--- src/rtl/core/assert_macros.svh ---
// Assertion macros shared by the RTL files.
// Define NO_ASSERTIONS to compile them away.
`ifndef ASSERT_MACROS_SVH
`define ASSERT_MACROS_SVH
`ifndef NO_ASSERTIONS
// Property checked at every clock edge outside reset.
`define ASSERT_ALWAYS(label, clk, rst, prop, msg) \
   label: assert property (@(posedge clk) disable iff (rst) (prop)) else $error(msg);
// Consequent checked in the cycle after the antecedent.
`define ASSERT_NEXT(label, clk, rst, ante, cons, msg) \
   label: assert property (@(posedge clk) disable iff (rst) (ante) |=> (cons)) else $error(msg);
`else
`define ASSERT_ALWAYS(label, clk, rst, prop, msg)
`define ASSERT_NEXT(label, clk, rst, ante, cons, msg)
`endif
`endif

--- src/rtl/core/ntnb_pkg.sv ---
// ----------------------------------------------------------------------------
// ntnb_pkg
// Types and constants of the needle tip and nearest bead finder.
// ----------------------------------------------------------------------------
`timescale 1ns / 1ps

package ntnb_pkg;

   // Frame geometry and limits.
   localparam int unsigned FRAME_WIDTH      = 1344;
   localparam int unsigned FRAME_HEIGHT     = 1024;
   localparam int unsigned MAX_BEADS_DEF    = 256;
   localparam int unsigned NONE_DIST        = 15984;

   // Field widths.
   localparam int unsigned X_W     = 11;
   localparam int unsigned Y_W     = 10;
   localparam int unsigned SIZE_W  = 11;
   localparam int unsigned SCALE_W = 16;
   localparam int unsigned DIST_W  = 14;
   localparam int unsigned INDEX_W = 8;
   localparam int unsigned COUNT_W = 9;

   // Configuration register reset values.
   localparam logic [Y_W-1:0]     BAND_TOP_RST  = '0;
   localparam logic [SIZE_W-1:0]  BAND_SIZE_RST = SIZE_W'(256);
   localparam logic [SCALE_W-1:0] SCALE_RST     = SCALE_W'(2642);

   // Register word indexes on the configuration port.
   localparam logic [1:0] REG_BAND_TOP  = 2'd0;
   localparam logic [1:0] REG_BAND_SIZE = 2'd1;
   localparam logic [1:0] REG_SCALE     = 2'd2;

   // Report kinds.
   localparam logic REPORT_TIP  = 1'b0;
   localparam logic REPORT_BEAD = 1'b1;

   // Input item operation codes.
   typedef enum logic [1:0] {
      OP_PIXEL    = 2'd0,
      OP_MASK_END = 2'd1,
      OP_BEAD     = 2'd2,
      OP_BEAD_END = 2'd3
   } op_type;

   typedef struct packed {
      op_type           operation;
      logic [X_W-1:0]   coord_x;
      logic [Y_W-1:0]   coord_y;
      logic             mask_bit;
   } req_item_type;

   typedef struct packed {
      logic               report_kind;
      logic [X_W-1:0]     tip_x;
      logic [Y_W-1:0]     tip_y;
      logic               tip_found;
      logic [DIST_W-1:0]  distance_um;
      logic [INDEX_W-1:0] closest_index;
      logic               bead_found;
      logic [COUNT_W-1:0] bead_count;
   } rsp_item_type;

endpackage

--- src/rtl/core/needle_tip_nearest_bead.sv ---
// ----------------------------------------------------------------------------
// needle_tip_nearest_bead
// Finds the needle tip in a streamed mask frame and the bead nearest to it.
// ----------------------------------------------------------------------------
// Items arrive on the req_ channel (valid/stall) and reports leave on the
// rsp_ channel. A mask pixel item does not occupy the sequencer, so a frame
// streams at one pixel a clock while the block is idle and no report waits
// under rsp_stall. An end of mask item loads a tip report into the output
// register. A bead outside the band, or beyond the bead limit, leaves the
// sequencer idle. A bead inside the band occupies the shared 24x16 multiplier
// and then the bit-serial square root, during which req_stall stays high.
// An end of beads item loads the nearest bead report.
// Reports appear on the cycle after the closing item is accepted. While a
// report waits under rsp_stall, new items are held off; a report that is
// taken in the same cycle frees the slot at once.
// Reset (synchronous, active high) returns the registers to their reset
// values, clears the tip and bead search state and empties the output.
// The csr_ port writes band_top, band_size and um_per_pixel at byte
// addresses 0, 4 and 8 and should be written only while the block is idle.
// ----------------------------------------------------------------------------
`timescale 1ns / 1ps
`include "assert_macros.svh"

module needle_tip_nearest_bead #(
   parameter int unsigned MAX_BEADS = ntnb_pkg::MAX_BEADS_DEF
) (
   input  logic                  clock,
   input  logic                  reset,
   // Input item channel
   input  logic                  req_valid,
   output logic                  req_stall,
   input  ntnb_pkg::req_item_type req_data,
   // Report channel
   output logic                  rsp_valid,
   input  logic                  rsp_stall,
   output ntnb_pkg::rsp_item_type rsp_data,
   // Configuration port
   input  logic                  csr_psel,
   input  logic                  csr_penable,
   input  logic                  csr_pwrite,
   input  logic [3:0]            csr_paddr,
   input  logic [31:0]           csr_pwdata,
   output logic [31:0]           csr_prdata,
   output logic                  csr_pready
);
   import ntnb_pkg::*;

   localparam int unsigned CNT_W      = $clog2(MAX_BEADS + 1);
   localparam int unsigned D2_W       = 23;
   localparam int unsigned MUL_A_W    = 24;
   localparam int unsigned MUL_P_W    = MUL_A_W + SCALE_W;
   localparam int unsigned P1_W       = D2_W + SCALE_W;
   localparam int unsigned HI_W       = P1_W - MUL_A_W + SCALE_W;
   localparam int unsigned RAD_W      = 55;
   localparam int unsigned ROOT_W     = RAD_W + 1;
   localparam int unsigned ROOT_STEPS = (RAD_W + 1) / 2;
   localparam int unsigned STEP_W     = $clog2(ROOT_STEPS);
   localparam int unsigned Q_W        = 20;

   typedef enum logic [3:0] {
      ST_IDLE,
      ST_SQX,
      ST_SQY,
      ST_SCALE,
      ST_LOW,
      ST_HIGH,
      ST_SUM,
      ST_ROOT,
      ST_CMP
   } state_type;

   // Configuration registers
   logic [Y_W-1:0]     band_top_ff, band_top_in;
   logic [SIZE_W-1:0]  band_size_ff, band_size_in;
   logic [SCALE_W-1:0] scale_ff, scale_in;

   // Search state
   logic [X_W-1:0]     best_x_ff, best_x_in;
   logic [Y_W-1:0]     best_y_ff, best_y_in;
   logic               tip_seen_ff, tip_seen_in;
   logic [X_W-1:0]     tip_x_ff, tip_x_in;
   logic [Y_W-1:0]     tip_y_ff, tip_y_in;
   logic [DIST_W-1:0]  min_dist_ff, min_dist_in;
   logic [INDEX_W-1:0] min_index_ff, min_index_in;
   logic [CNT_W-1:0]   bead_cnt_ff, bead_cnt_in;

   // Sequencer and datapath registers
   state_type          state_ff, state_in;
   logic [X_W-1:0]     dx_ff, dx_in;
   logic [Y_W-1:0]     dy_ff, dy_in;
   logic [INDEX_W-1:0] idx_ff, idx_in;
   logic [D2_W-1:0]    d2_ff, d2_in;
   logic [P1_W-1:0]    p1_ff, p1_in;
   logic [MUL_P_W-1:0] lo_ff, lo_in;
   logic [HI_W-1:0]    hi_ff, hi_in;
   logic [RAD_W-1:0]   rem_ff, rem_in;
   logic [ROOT_W-1:0]  res_ff, res_in;
   logic [ROOT_W-1:0]  bit_ff, bit_in;
   logic [STEP_W-1:0]  step_ff, step_in;

   // Output register
   logic               rsp_valid_ff, rsp_valid_in;
   rsp_item_type       rsp_data_ff, rsp_data_in;

   // Combinational helpers
   logic [SIZE_W:0]    band_end;
   logic               accept;
   logic               csr_write;
   logic               pix_in_band;
   logic               bead_in_band;
   logic [MUL_A_W-1:0] mul_a;
   logic [SCALE_W-1:0] mul_b;
   logic [MUL_P_W-1:0] mul_p;
   logic [ROOT_W-1:0]  trial;
   logic [Q_W-1:0]     dist_q;

   assign band_end  = {1'b0, band_size_ff} + (SIZE_W + 1)'(band_top_ff);
   assign req_stall = (state_ff != ST_IDLE) || (rsp_valid_ff && rsp_stall);
   assign accept    = req_valid && !req_stall;
   assign csr_write = csr_psel && csr_penable && csr_pwrite && csr_pready;
   assign csr_pready = 1'b1;

   assign pix_in_band = req_data.mask_bit
                        && (req_data.coord_x < X_W'(FRAME_WIDTH))
                        && ((Y_W + 1)'(req_data.coord_y) < (Y_W + 1)'(FRAME_HEIGHT))
                        && (req_data.coord_y >= band_top_ff)
                        && ((SIZE_W + 1)'(req_data.coord_y) < band_end);
   assign bead_in_band = (req_data.coord_y > band_top_ff)
                         && ((SIZE_W + 1)'(req_data.coord_y) < band_end);

   // Register read-back.
   always_comb begin
      unique case (csr_paddr[3:2])
         REG_BAND_TOP:  csr_prdata = 32'(band_top_ff);
         REG_BAND_SIZE: csr_prdata = 32'(band_size_ff);
         REG_SCALE:     csr_prdata = 32'(scale_ff);
         default:       csr_prdata = '0;
      endcase
   end

   // Operand selection for the shared multiplier.
   always_comb begin
      unique case (state_ff)
         ST_SQX: begin
            mul_a = MUL_A_W'(dx_ff);
            mul_b = SCALE_W'(dx_ff);
         end
         ST_SQY: begin
            mul_a = MUL_A_W'(dy_ff);
            mul_b = SCALE_W'(dy_ff);
         end
         ST_SCALE: begin
            mul_a = MUL_A_W'(d2_ff);
            mul_b = scale_ff;
         end
         ST_LOW: begin
            mul_a = p1_ff[MUL_A_W-1:0];
            mul_b = scale_ff;
         end
         ST_HIGH: begin
            mul_a = MUL_A_W'(p1_ff[P1_W-1:MUL_A_W]);
            mul_b = scale_ff;
         end
         default: begin
            mul_a = '0;
            mul_b = '0;
         end
      endcase
   end

   assign mul_p  = MUL_P_W'(mul_a) * MUL_P_W'(mul_b);
   assign trial  = res_ff + bit_ff;
   assign dist_q = res_ff[Q_W+7:8];

   // Next-state logic.
   always_comb begin
      band_top_in  = band_top_ff;
      band_size_in = band_size_ff;
      scale_in     = scale_ff;
      best_x_in    = best_x_ff;
      best_y_in    = best_y_ff;
      tip_seen_in  = tip_seen_ff;
      tip_x_in     = tip_x_ff;
      tip_y_in     = tip_y_ff;
      min_dist_in  = min_dist_ff;
      min_index_in = min_index_ff;
      bead_cnt_in  = bead_cnt_ff;
      state_in     = state_ff;
      dx_in        = dx_ff;
      dy_in        = dy_ff;
      idx_in       = idx_ff;
      d2_in        = d2_ff;
      p1_in        = p1_ff;
      lo_in        = lo_ff;
      hi_in        = hi_ff;
      rem_in       = rem_ff;
      res_in       = res_ff;
      bit_in       = bit_ff;
      step_in      = step_ff;
      rsp_data_in  = rsp_data_ff;
      rsp_valid_in = rsp_valid_ff && rsp_stall;

      // Configuration writes.
      if (csr_write) begin
         unique case (csr_paddr[3:2])
            REG_BAND_TOP:  band_top_in  = csr_pwdata[Y_W-1:0];
            REG_BAND_SIZE: band_size_in = csr_pwdata[SIZE_W-1:0];
            REG_SCALE:     scale_in     = csr_pwdata[SCALE_W-1:0];
            default: ;
         endcase
      end

      unique case (state_ff)
         ST_IDLE: begin
            if (accept) begin
               unique case (req_data.operation)
                  OP_PIXEL: begin
                     // Keep the leftmost, then topmost, needle pixel in band.
                     if (pix_in_band && (!tip_seen_ff || req_data.coord_x < best_x_ff
                         || (req_data.coord_x == best_x_ff
                             && req_data.coord_y < best_y_ff))) begin
                        best_x_in   = req_data.coord_x;
                        best_y_in   = req_data.coord_y;
                        tip_seen_in = 1'b1;
                     end
                  end
                  OP_MASK_END: begin
                     tip_x_in    = tip_seen_ff ? best_x_ff : X_W'(FRAME_WIDTH);
                     tip_y_in    = tip_seen_ff ? best_y_ff : '0;
                     rsp_data_in = '0;
                     rsp_data_in.report_kind = REPORT_TIP;
                     rsp_data_in.tip_x       = tip_x_in;
                     rsp_data_in.tip_y       = tip_y_in;
                     rsp_data_in.tip_found   = tip_seen_ff;
                     rsp_valid_in = 1'b1;
                     best_x_in   = X_W'(FRAME_WIDTH);
                     best_y_in   = '0;
                     tip_seen_in = 1'b0;
                  end
                  OP_BEAD: begin
                     if (bead_cnt_ff < CNT_W'(MAX_BEADS)) begin
                        bead_cnt_in = bead_cnt_ff + CNT_W'(1);
                        idx_in      = INDEX_W'(bead_cnt_ff);
                        dx_in = (tip_x_ff > req_data.coord_x)
                                ? tip_x_ff - req_data.coord_x
                                : req_data.coord_x - tip_x_ff;
                        dy_in = (tip_y_ff > req_data.coord_y)
                                ? tip_y_ff - req_data.coord_y
                                : req_data.coord_y - tip_y_ff;
                        if (bead_in_band) begin
                           state_in = ST_SQX;
                        end
                     end
                  end
                  OP_BEAD_END: begin
                     rsp_data_in.report_kind   = REPORT_BEAD;
                     rsp_data_in.tip_x         = tip_x_ff;
                     rsp_data_in.tip_y         = tip_y_ff;
                     rsp_data_in.tip_found     = tip_x_ff < X_W'(FRAME_WIDTH);
                     rsp_data_in.distance_um   = min_dist_ff;
                     rsp_data_in.closest_index = min_index_ff;
                     rsp_data_in.bead_found    = min_dist_ff < DIST_W'(NONE_DIST);
                     rsp_data_in.bead_count    = COUNT_W'(bead_cnt_ff);
                     rsp_valid_in = 1'b1;
                     min_dist_in  = DIST_W'(NONE_DIST);
                     min_index_in = '0;
                     bead_cnt_in  = '0;
                  end
                  default: ;
               endcase
            end
         end
         // Squared distance in pixels.
         ST_SQX: begin
            d2_in    = mul_p[D2_W-1:0];
            state_in = ST_SQY;
         end
         ST_SQY: begin
            d2_in    = d2_ff + mul_p[D2_W-1:0];
            state_in = ST_SCALE;
         end
         // Scale twice by the pixel pitch, the second time in two halves.
         ST_SCALE: begin
            p1_in    = mul_p[P1_W-1:0];
            state_in = ST_LOW;
         end
         ST_LOW: begin
            lo_in    = mul_p;
            state_in = ST_HIGH;
         end
         ST_HIGH: begin
            hi_in    = mul_p[HI_W-1:0];
            state_in = ST_SUM;
         end
         ST_SUM: begin
            rem_in   = RAD_W'(lo_ff) + RAD_W'({hi_ff, {MUL_A_W{1'b0}}});
            res_in   = '0;
            bit_in   = ROOT_W'(1) << (RAD_W - 1);
            step_in  = '0;
            state_in = ST_ROOT;
         end
         // One result bit of the integer square root a cycle.
         ST_ROOT: begin
            if (ROOT_W'(rem_ff) >= trial) begin
               rem_in = rem_ff - trial[RAD_W-1:0];
               res_in = (res_ff >> 1) + bit_ff;
            end else begin
               res_in = res_ff >> 1;
            end
            bit_in  = bit_ff >> 2;
            step_in = step_ff + STEP_W'(1);
            if (step_ff == STEP_W'(ROOT_STEPS - 1)) begin
               state_in = ST_CMP;
            end
         end
         // Keep the first strict minimum.
         ST_CMP: begin
            if (dist_q < Q_W'(min_dist_ff)) begin
               min_dist_in  = dist_q[DIST_W-1:0];
               min_index_in = idx_ff;
            end
            state_in = ST_IDLE;
         end
         default: state_in = ST_IDLE;
      endcase
   end

   // State and registered outputs.
   always_ff @(posedge clock) begin
      if (reset) begin
         band_top_ff  <= BAND_TOP_RST;
         band_size_ff <= BAND_SIZE_RST;
         scale_ff     <= SCALE_RST;
         best_x_ff    <= X_W'(FRAME_WIDTH);
         best_y_ff    <= '0;
         tip_seen_ff  <= 1'b0;
         tip_x_ff     <= X_W'(FRAME_WIDTH);
         tip_y_ff     <= '0;
         min_dist_ff  <= DIST_W'(NONE_DIST);
         min_index_ff <= '0;
         bead_cnt_ff  <= '0;
         state_ff     <= ST_IDLE;
         step_ff      <= '0;
         rsp_valid_ff <= 1'b0;
      end else begin
         band_top_ff  <= band_top_in;
         band_size_ff <= band_size_in;
         scale_ff     <= scale_in;
         best_x_ff    <= best_x_in;
         best_y_ff    <= best_y_in;
         tip_seen_ff  <= tip_seen_in;
         tip_x_ff     <= tip_x_in;
         tip_y_ff     <= tip_y_in;
         min_dist_ff  <= min_dist_in;
         min_index_ff <= min_index_in;
         bead_cnt_ff  <= bead_cnt_in;
         state_ff     <= state_in;
         step_ff      <= step_in;
         rsp_valid_ff <= rsp_valid_in;
      end
      dx_ff       <= dx_in;
      dy_ff       <= dy_in;
      idx_ff      <= idx_in;
      d2_ff       <= d2_in;
      p1_ff       <= p1_in;
      lo_ff       <= lo_in;
      hi_ff       <= hi_in;
      rem_ff      <= rem_in;
      res_ff      <= res_in;
      bit_ff      <= bit_in;
      rsp_data_ff <= rsp_data_in;
   end

   assign rsp_valid = rsp_valid_ff;
   assign rsp_data  = rsp_data_ff;

   // Checks on the sequencer and search state.
   `ASSERT_ALWAYS(a_busy_stalls, clock, reset, state_ff == ST_IDLE || req_stall, "busy without stall")
   `ASSERT_ALWAYS(a_min_range, clock, reset, min_dist_ff <= DIST_W'(NONE_DIST), "minimum out of range")
   `ASSERT_NEXT(a_bead_end_report, clock, reset, accept && req_data.operation == OP_BEAD_END, rsp_valid_ff && rsp_data_ff.report_kind == REPORT_BEAD, "no bead report")
   `ASSERT_NEXT(a_root_done, clock, reset, state_ff == ST_ROOT && step_ff == STEP_W'(ROOT_STEPS - 1), state_ff == ST_CMP, "root did not finish")

endmodule

--- config.mk ---
export PLATFORM = sky130hd
export DESIGN_NAME = needle_tip_nearest_bead
export DESIGN_NICKNAME = d
export VERILOG_FILES = /design/src/rtl/core/ntnb_pkg.sv /design/src/rtl/core/needle_tip_nearest_bead.sv
export VERILOG_INCLUDE_DIRS = /design/src /design/src/rtl/core
export SDC_FILE = /design/constraint.sdc
export NUM_CORES = 2
export LEC_CHECK = 0
export BUFFER_PORTS_ARGS = -buffer_cell sky130_fd_sc_hd__buf_2
export CAP_MARGIN = 5
export CORE_MARGIN = 3
export CORE_UTILIZATION = 35
export DETAILED_ROUTE_END_ITERATION = 6
export PLACE_DENSITY = 0.58
export SETUP_SLACK_MARGIN = 0.05
export SLEW_MARGIN = 20
export SYNTH_ARGS = -nofsm -noshare
export SYNTH_HDL_FRONTEND = slang
export SYNTH_SLANG_ARGS = --single-unit
--- constraint.sdc ---
create_clock -name clock -period 17.76 [get_ports clock]
set_clock_uncertainty 0.2 [all_clocks]
set_input_delay 3.552 -clock clock [delete_from_list [all_inputs] [get_ports clock]]
set_output_delay 3.552 -clock clock [all_outputs]
set_load 0.05 [all_outputs]
=== Word-level counts from Yosys, hierarchy flattened ===
Cells that the tools add are included.

* Reduce and logical (&&, ||, !) cells: 38
* Multipliers: 1
* Equal/unequal tests: 25
* Add/subtract/negate cells: 12
* $lt $le $gt $ge: 13
* Multiplexer cells: 40

{| class="wikitable"
|+ Operators by type and width
! kind !! count
|-
| $pmux W56 S2 || 2
|-
| $pmux W55 S2 || 2
|-
| $pmux W24 S5 || 1
|-
| $pmux W16 S3 || 2
|-
| $add A55 B56 Y56 || 1
|-
| $add A56 B56 Y56 || 1
|-
| $ge A55 B56 Y1 || 1
|-
| $mux W56 || 1
|-
| $add A40 B55 Y55 || 1
|-
| $mux W55 || 1
|-
| $sub A55 B55 Y55 || 1
|-
| $pmux W23 S2 || 1
|-
| $mux W14 || 3
|-
| $mul A24 B16 Y40 || 1
|-
| $mux W11 || 3
|-
| $pmux W4 S8 || 1
|-
| $mux W10 || 3
|-
| $pmux W14 S2 || 1
|-
| $mux W8 || 3
|-
| $add A23 B23 Y23 || 1
|-
| $lt A11 B11 Y1 const B || 2
|-
| $pmux W11 S2 || 1
|-
| $sub A11 B11 Y11 || 2
|-
| $gt A10 B10 Y1 || 2
|-
| 43 further kinds || 91
|}

* Word-level logic and storage cells: 161
* Register bits after elaboration: 505

=== Longest topological paths before layout ===
* Word-level depth: 8
* Depth in mapped cells: 39
* Gate-level depth less buffers: 36

=== Least setup slack after synthesis ===
Ideal clock, no wire load.

* Path kind: input port to output port
* Start: input port csr_paddr[2]
* End: output port csr_prdata[1]
* Data required time: 14.008 ns
* Arrival time: 5.441 ns
* Slack: 8.567 ns
* Cell stages on the path: 4
* Path buffers: 2
* Path through: clkbuf_1 > clkbuf_1 > mux2i_1 > o21ai_0

* Word-level cells in the longest chain between the ends: 2
* Elaborated cells on any way between the ends: 4
* Classes of those cells: eq/ne (2); mux (1); reduce/logical (1)

{| class="wikitable"
|+ RTL lines
! what !! line !! text
|-
| start: declaration || needle_tip_nearest_bead.sv:41 || <nowiki>input logic [3:0] csr_paddr,</nowiki>
|-
| $eq A2 B2 Y1 (tied with other cells) || needle_tip_nearest_bead.sv:133 || <nowiki>unique case (csr_paddr[3:2])</nowiki>
|-
| $pmux W16 S3 (*) || needle_tip_nearest_bead.sv:133 ||
|-
| end: declaration || needle_tip_nearest_bead.sv:43 || <nowiki>output logic [31:0] csr_prdata,</nowiki>
|}

Mark *: on every way between the ends. The rest lies on a longest branch, timed or not.

=== Worst setup path after layout ===
* Start: register state_ff[3]
* End: register d2_ff[22] (data pin)

* Word-level cells in the longest chain between the ends: 6
* Elaborated cells on any way between the ends: 11
* Classes of those cells: add/sub (1); mul (1); eq/ne (5); mux (3); reduce/logical (1)

{| class="wikitable"
|+ RTL lines
! what !! line !! text
|-
| start: declaration || needle_tip_nearest_bead.sv:88 || <nowiki>state_type state_ff, state_in;</nowiki>
|-
| start signal: assignment || needle_tip_nearest_bead.sv:357 || <nowiki>state_ff <= state_in;</nowiki>
|-
| $eq A4 B3 Y1 or $eq A4 B2 Y1 (tied branches) || needle_tip_nearest_bead.sv:143 || <nowiki>unique case (state_ff)</nowiki>
|-
| $reduce_or A3 Y1 (no line) || - ||
|-
| $pmux W16 S3 || needle_tip_nearest_bead.sv:143 ||
|-
| $mul A24 B16 Y40 (*) || needle_tip_nearest_bead.sv:171 || <nowiki>assign mul_p = MUL_P_W'(mul_a) * MUL_P_W'(mul_b);</nowiki>
|-
| via mul_p[15] || needle_tip_nearest_bead.sv:113 || <nowiki>logic [MUL_P_W-1:0] mul_p;</nowiki>
|-
| $add A23 B23 Y23 (*) || needle_tip_nearest_bead.sv:279 || <nowiki>d2_in = d2_ff + mul_p[D2_W-1:0];</nowiki>
|-
| $pmux W23 S2 (*) || needle_tip_nearest_bead.sv:213 || <nowiki>unique case (state_ff)</nowiki>
|-
| via d2_in[22] || needle_tip_nearest_bead.sv:92 || <nowiki>logic [D2_W-1:0] d2_ff, d2_in;</nowiki>
|-
| end signal: assignment || needle_tip_nearest_bead.sv:364 || <nowiki>d2_ff <= d2_in;</nowiki>
|-
| end: declaration || needle_tip_nearest_bead.sv:92 ||
|}

Mark *: on every way through the listed nets, which the timed path passes. The rest lies on a longest branch.
A chain may end at the register's enable or synchronous reset.

==> run_results.csv <==
group,metric,value,unit
clock_tree,cts_buffers,54,
timing,tightest_slew,1050,ps
power,switching_share,0.240,
die,die_w,356,microns
die,ios,157,
cells_and_area,areaGrowthSynthToFinish,9.21,%
detailed_routing,drc,0,
synth,synth_edf_count,356,
worst_setup_path,worstSetupPathType,"reg -> reg",
detailed_routing,vias,33200,
grt,grt_pass1_wl,184,mm
die,die-area,0.127,sq mm
power,power_frac_clock,0.460,
timing,setup_viol,0,
timing,timing.final.ws_setup,7470,ps
detailed_routing,routed_wl,115,mm
synth,ys_seq_elements,477,
grt,grt-ovfl-total,0,
worst_setup_path,crit_fanout,64,
cells_and_area,multi_input_area,0.0271,sq mm
synth,synth_top_family_by_area,"adder cells",
die,core-area,0.121,sq mm
synth,syn_inst,4653,
synth,ys_top_cells_by_count,"nand2_1 (645), inv_1 (484), ha_1 (369), edfxtp_1 (356), nor2_1 (336)",
worst_setup_path,cp_slowest_cell,"buf_4",
power,power.net_switching,0.000600,W
hold_path,hold_class,"reg -> reg",
timing,period_needed,10290,ps
synth,syn_area_per_cell,9.20,sq um
grt,grt_pass1_vias,33000,
timing,fmax,0.0972,GHz
synth,synthTopCellsByArea,"edfxtp_1 (25%), fa_1 (15%), ha_1 (11%), dfxtp_1 (5.7%), nand2_1 (5.7%)",
clock_tree,cts.clk_slew.worst_paths,60,ps
grt,antenna_found_initial,3,
synth,synthArstFlopShare,0,
detailed_routing,drtIter0Drc,2366,
die,rows,127,
run,drv_cap,0,
worst_setup_path,end_kind,"flip-flop",
clock_tree,clk_latency,640,ps
synth,yosysWarnings,0,
cells_and_area,num-nets-final,5415,
placement,hpwl,87.7,mm
cells_and_area,drive_gt1_frac,0.0673,
synth,synth_top_area_frac,0.250,
synth,synth_flop_cell,"edfxtp_1",
timing,hold_violations,0,
grt,grtUsageTotal,0.180,
power,intPower,0.00191,W
placement,dp_slack,7570,ps
synth,ys_seq_area_frac,0.306,
power,p_seq_frac,0.481,
placement,portBuffers,121,
timing,drv_slew,0,
power,leakage,20.0,nW
clock_tree,cts_resized,0,
worst_setup_path,cpPeakStageDelay,720,ps
worst_setup_path,crit_arrival,10450,ps
power,peakVddDrop,0.0000706,V
synth,synth_area_leader_cell,"edfxtp_1",
power,power.density,53.6,mW/mm^2
die,initial_core_util,0.355,
synth,synthAdderAreaFrac,0.255,
timing,rsz0062_at_grt,"false",
synth,synthSimpleGateAreaFrac,0.158,
timing,max_slew_margin,0.296,
clock_tree,tritoncts,"yes",
grt,grt_max_degree,84,
clock_tree,cts_hold_buf,0,
detailed_routing,viasPerCell,5.25,
synth,synth_compound_area_frac,0.153,
die,die_y,356,microns
detailed_routing,ant_nets,0,
synth,syn_area,0.0428,sq mm
synth,synthMuxAreaShare,0.0173,
synth,synth_xor_area_frac,0.0479,
cells_and_area,filler_cell_count,12000,
timing,final.period_utilization,0.580,
timing,fin_setup_tns,0,ps
cells_and_area,seqCellArea,0.0131,sq mm
clock_tree,htreeDepth,2,
clock_tree,postCtsSetupRepairBufs,0,
run_status,status,"completed",
clock_tree,cts_sinks,477,
cells_and_area,utilization,0.388,
detailed_routing,wire_per_inst,18.2,microns
power,p_comb_frac,0.060,
detailed_routing,dr.pass1.iters,6,
worst_setup_path,worst_setup_path_start_kind,"flip-flop",
synth,synth_cell_types,92,
worst_setup_path,cpMostUsedCell,"fa_1",
worst_setup_path,critPathRequiredTime,17910,ps
synth,yosysMostFrequentCell,"nand2_1",
placement,place.gp.congestion,0.890,
clock_tree,cts_root_buf,"clkbuf_16",
clock_tree,cts_buffer_depth,3,
==> logic make-up (layout without fill, tap and decap cells) <==
group | Yosys count | after routing
buffers and inverters | 699 | 740
and+or+nand+nor | 1488 | 1488
xor gates and xnor gates | 234 | 234
other | 2 | 19
DFF | 477 | 477
adders and majority gates | 683 | 683
AOI/OAI and AO/OA | 997 | 997
muxes | 73 | 73
==> stage by stage <==
stage / cells / power, W / hold slack (ps) / area (sq um)
after floorplan: 4668 / 0.00133 / 236 / 42900
after global placement: 6221 / 0.00138 / 240 / 44900
after detailed placement: 6221 / 0.00138 / 242 / 44900
after CTS: 6321 / 0.00254 / 261 / 46700
after global routing: 6321 / 0.00259 / 274 / 46800
final: 6323 / 0.00251 / 257 / 46800
==> critical path, delay by kind of cell, from the launching register on <==
family,cells,cell delay [ps]
xor gates and xnor gates,2,640
adders and majority gates,8,3700
and+or+nand+nor,9,2240
DFF,1,420
AOI/OAI and AO/OA,8,1900
buffers and inverters,4,860
==> power by group through the flow <==
stage / clock, W / sequential, W / combinational [W]
3_3_place_gp: 0 / 0.00123 / 0.000147
6_report: 0.00115 / 0.00120 / 0.000149
4_1_cts: 0.00118 / 0.00120 / 0.000149
2_1_floorplan: 0 / 0.00125 / 0.0000881
3_5_place_dp: 0 / 0.00123 / 0.000148
5_1_grt: 0.00122 / 0.00121 / 0.000163
==> sequential cells by signal (all words and copies together) (netlist names), 11 cells and up <==
name / flops
best_x_ff: 11
lo_ff: 40
d2_ff: 23
rem_ff: 55
band_size_ff: 11
hi_ff: 31
p1_ff: 39
tip_x_ff: 11
res_ff: 56
dx_ff: 11
min_dist_ff: 14
rsp_data: 55
scale_ff: 16
bit_ff: 28
==> layer usage <==
layer / vias to the layer above / wire length, microns / track usage
met5: - / 0 / 0
met4: 0 / 2570 / 0.0405
met3: 159 / 6650 / 0.0245
met2: 907 / 52700 / 0.293
met1: 16100 / 53300 / 0.255
li1: 16000 / - / -
==> layout make-up <==
cell class                      count  share of cell area
Multi-Input combinational cell   3492               0.580
Sequential cell                   477               0.280
Tap cell                         1612              0.0431
Inverter                          485              0.0390
Clock buffer                       76              0.0320
Timing Repair Buffer              155              0.0184
Clock inverter                     24             0.00642
Antenna cell                        2            0.000107
==> final timing paths <==
| kind | slack, ps | startpoint | to | cells after the start |
|---|---|---|---|---|
| worst max-delay path | 7470 | state_ff[3]$_SDFFE_PP0P_ | d2_ff[22]$_DFFE_PN_ | 31 |
| worst min register to register | 260 | idx_ff[0]$_DFFE_PP_ | min_index_ff[0]$_SDFFE_PP0P_ | 1 |
| worst min-delay path | 260 | idx_ff[0]$_DFFE_PP_ | min_index_ff[0]$_SDFFE_PP0P_ | 1 |
| worst max register to register | 7470 | state_ff[3]$_SDFFE_PP0P_ | d2_ff[22]$_DFFE_PN_ | 31 |
==> cells in the final DEF (no fill, tap or decap), types with 44 or more instances in the layout <==
cell	n
xnor2_1	110
nand2_1	644
nand4_1	45
and2_1	49
a21o_1	111
dfxtp_1	121
fa_1	314
buf_2	121
ha_1	369
clkbuf_16	56
inv_1	482
a31oi_1	55
nor2_1	335
a21oi_1	277
o21ai_0	205
and3_1	75
edfxtp_1	356
nand3_1	94
mux2i_1	66
nor3_1	58
xor2_1	124
o21bai_1	44
Note: power is estimated with default switching activity, not from simulation.
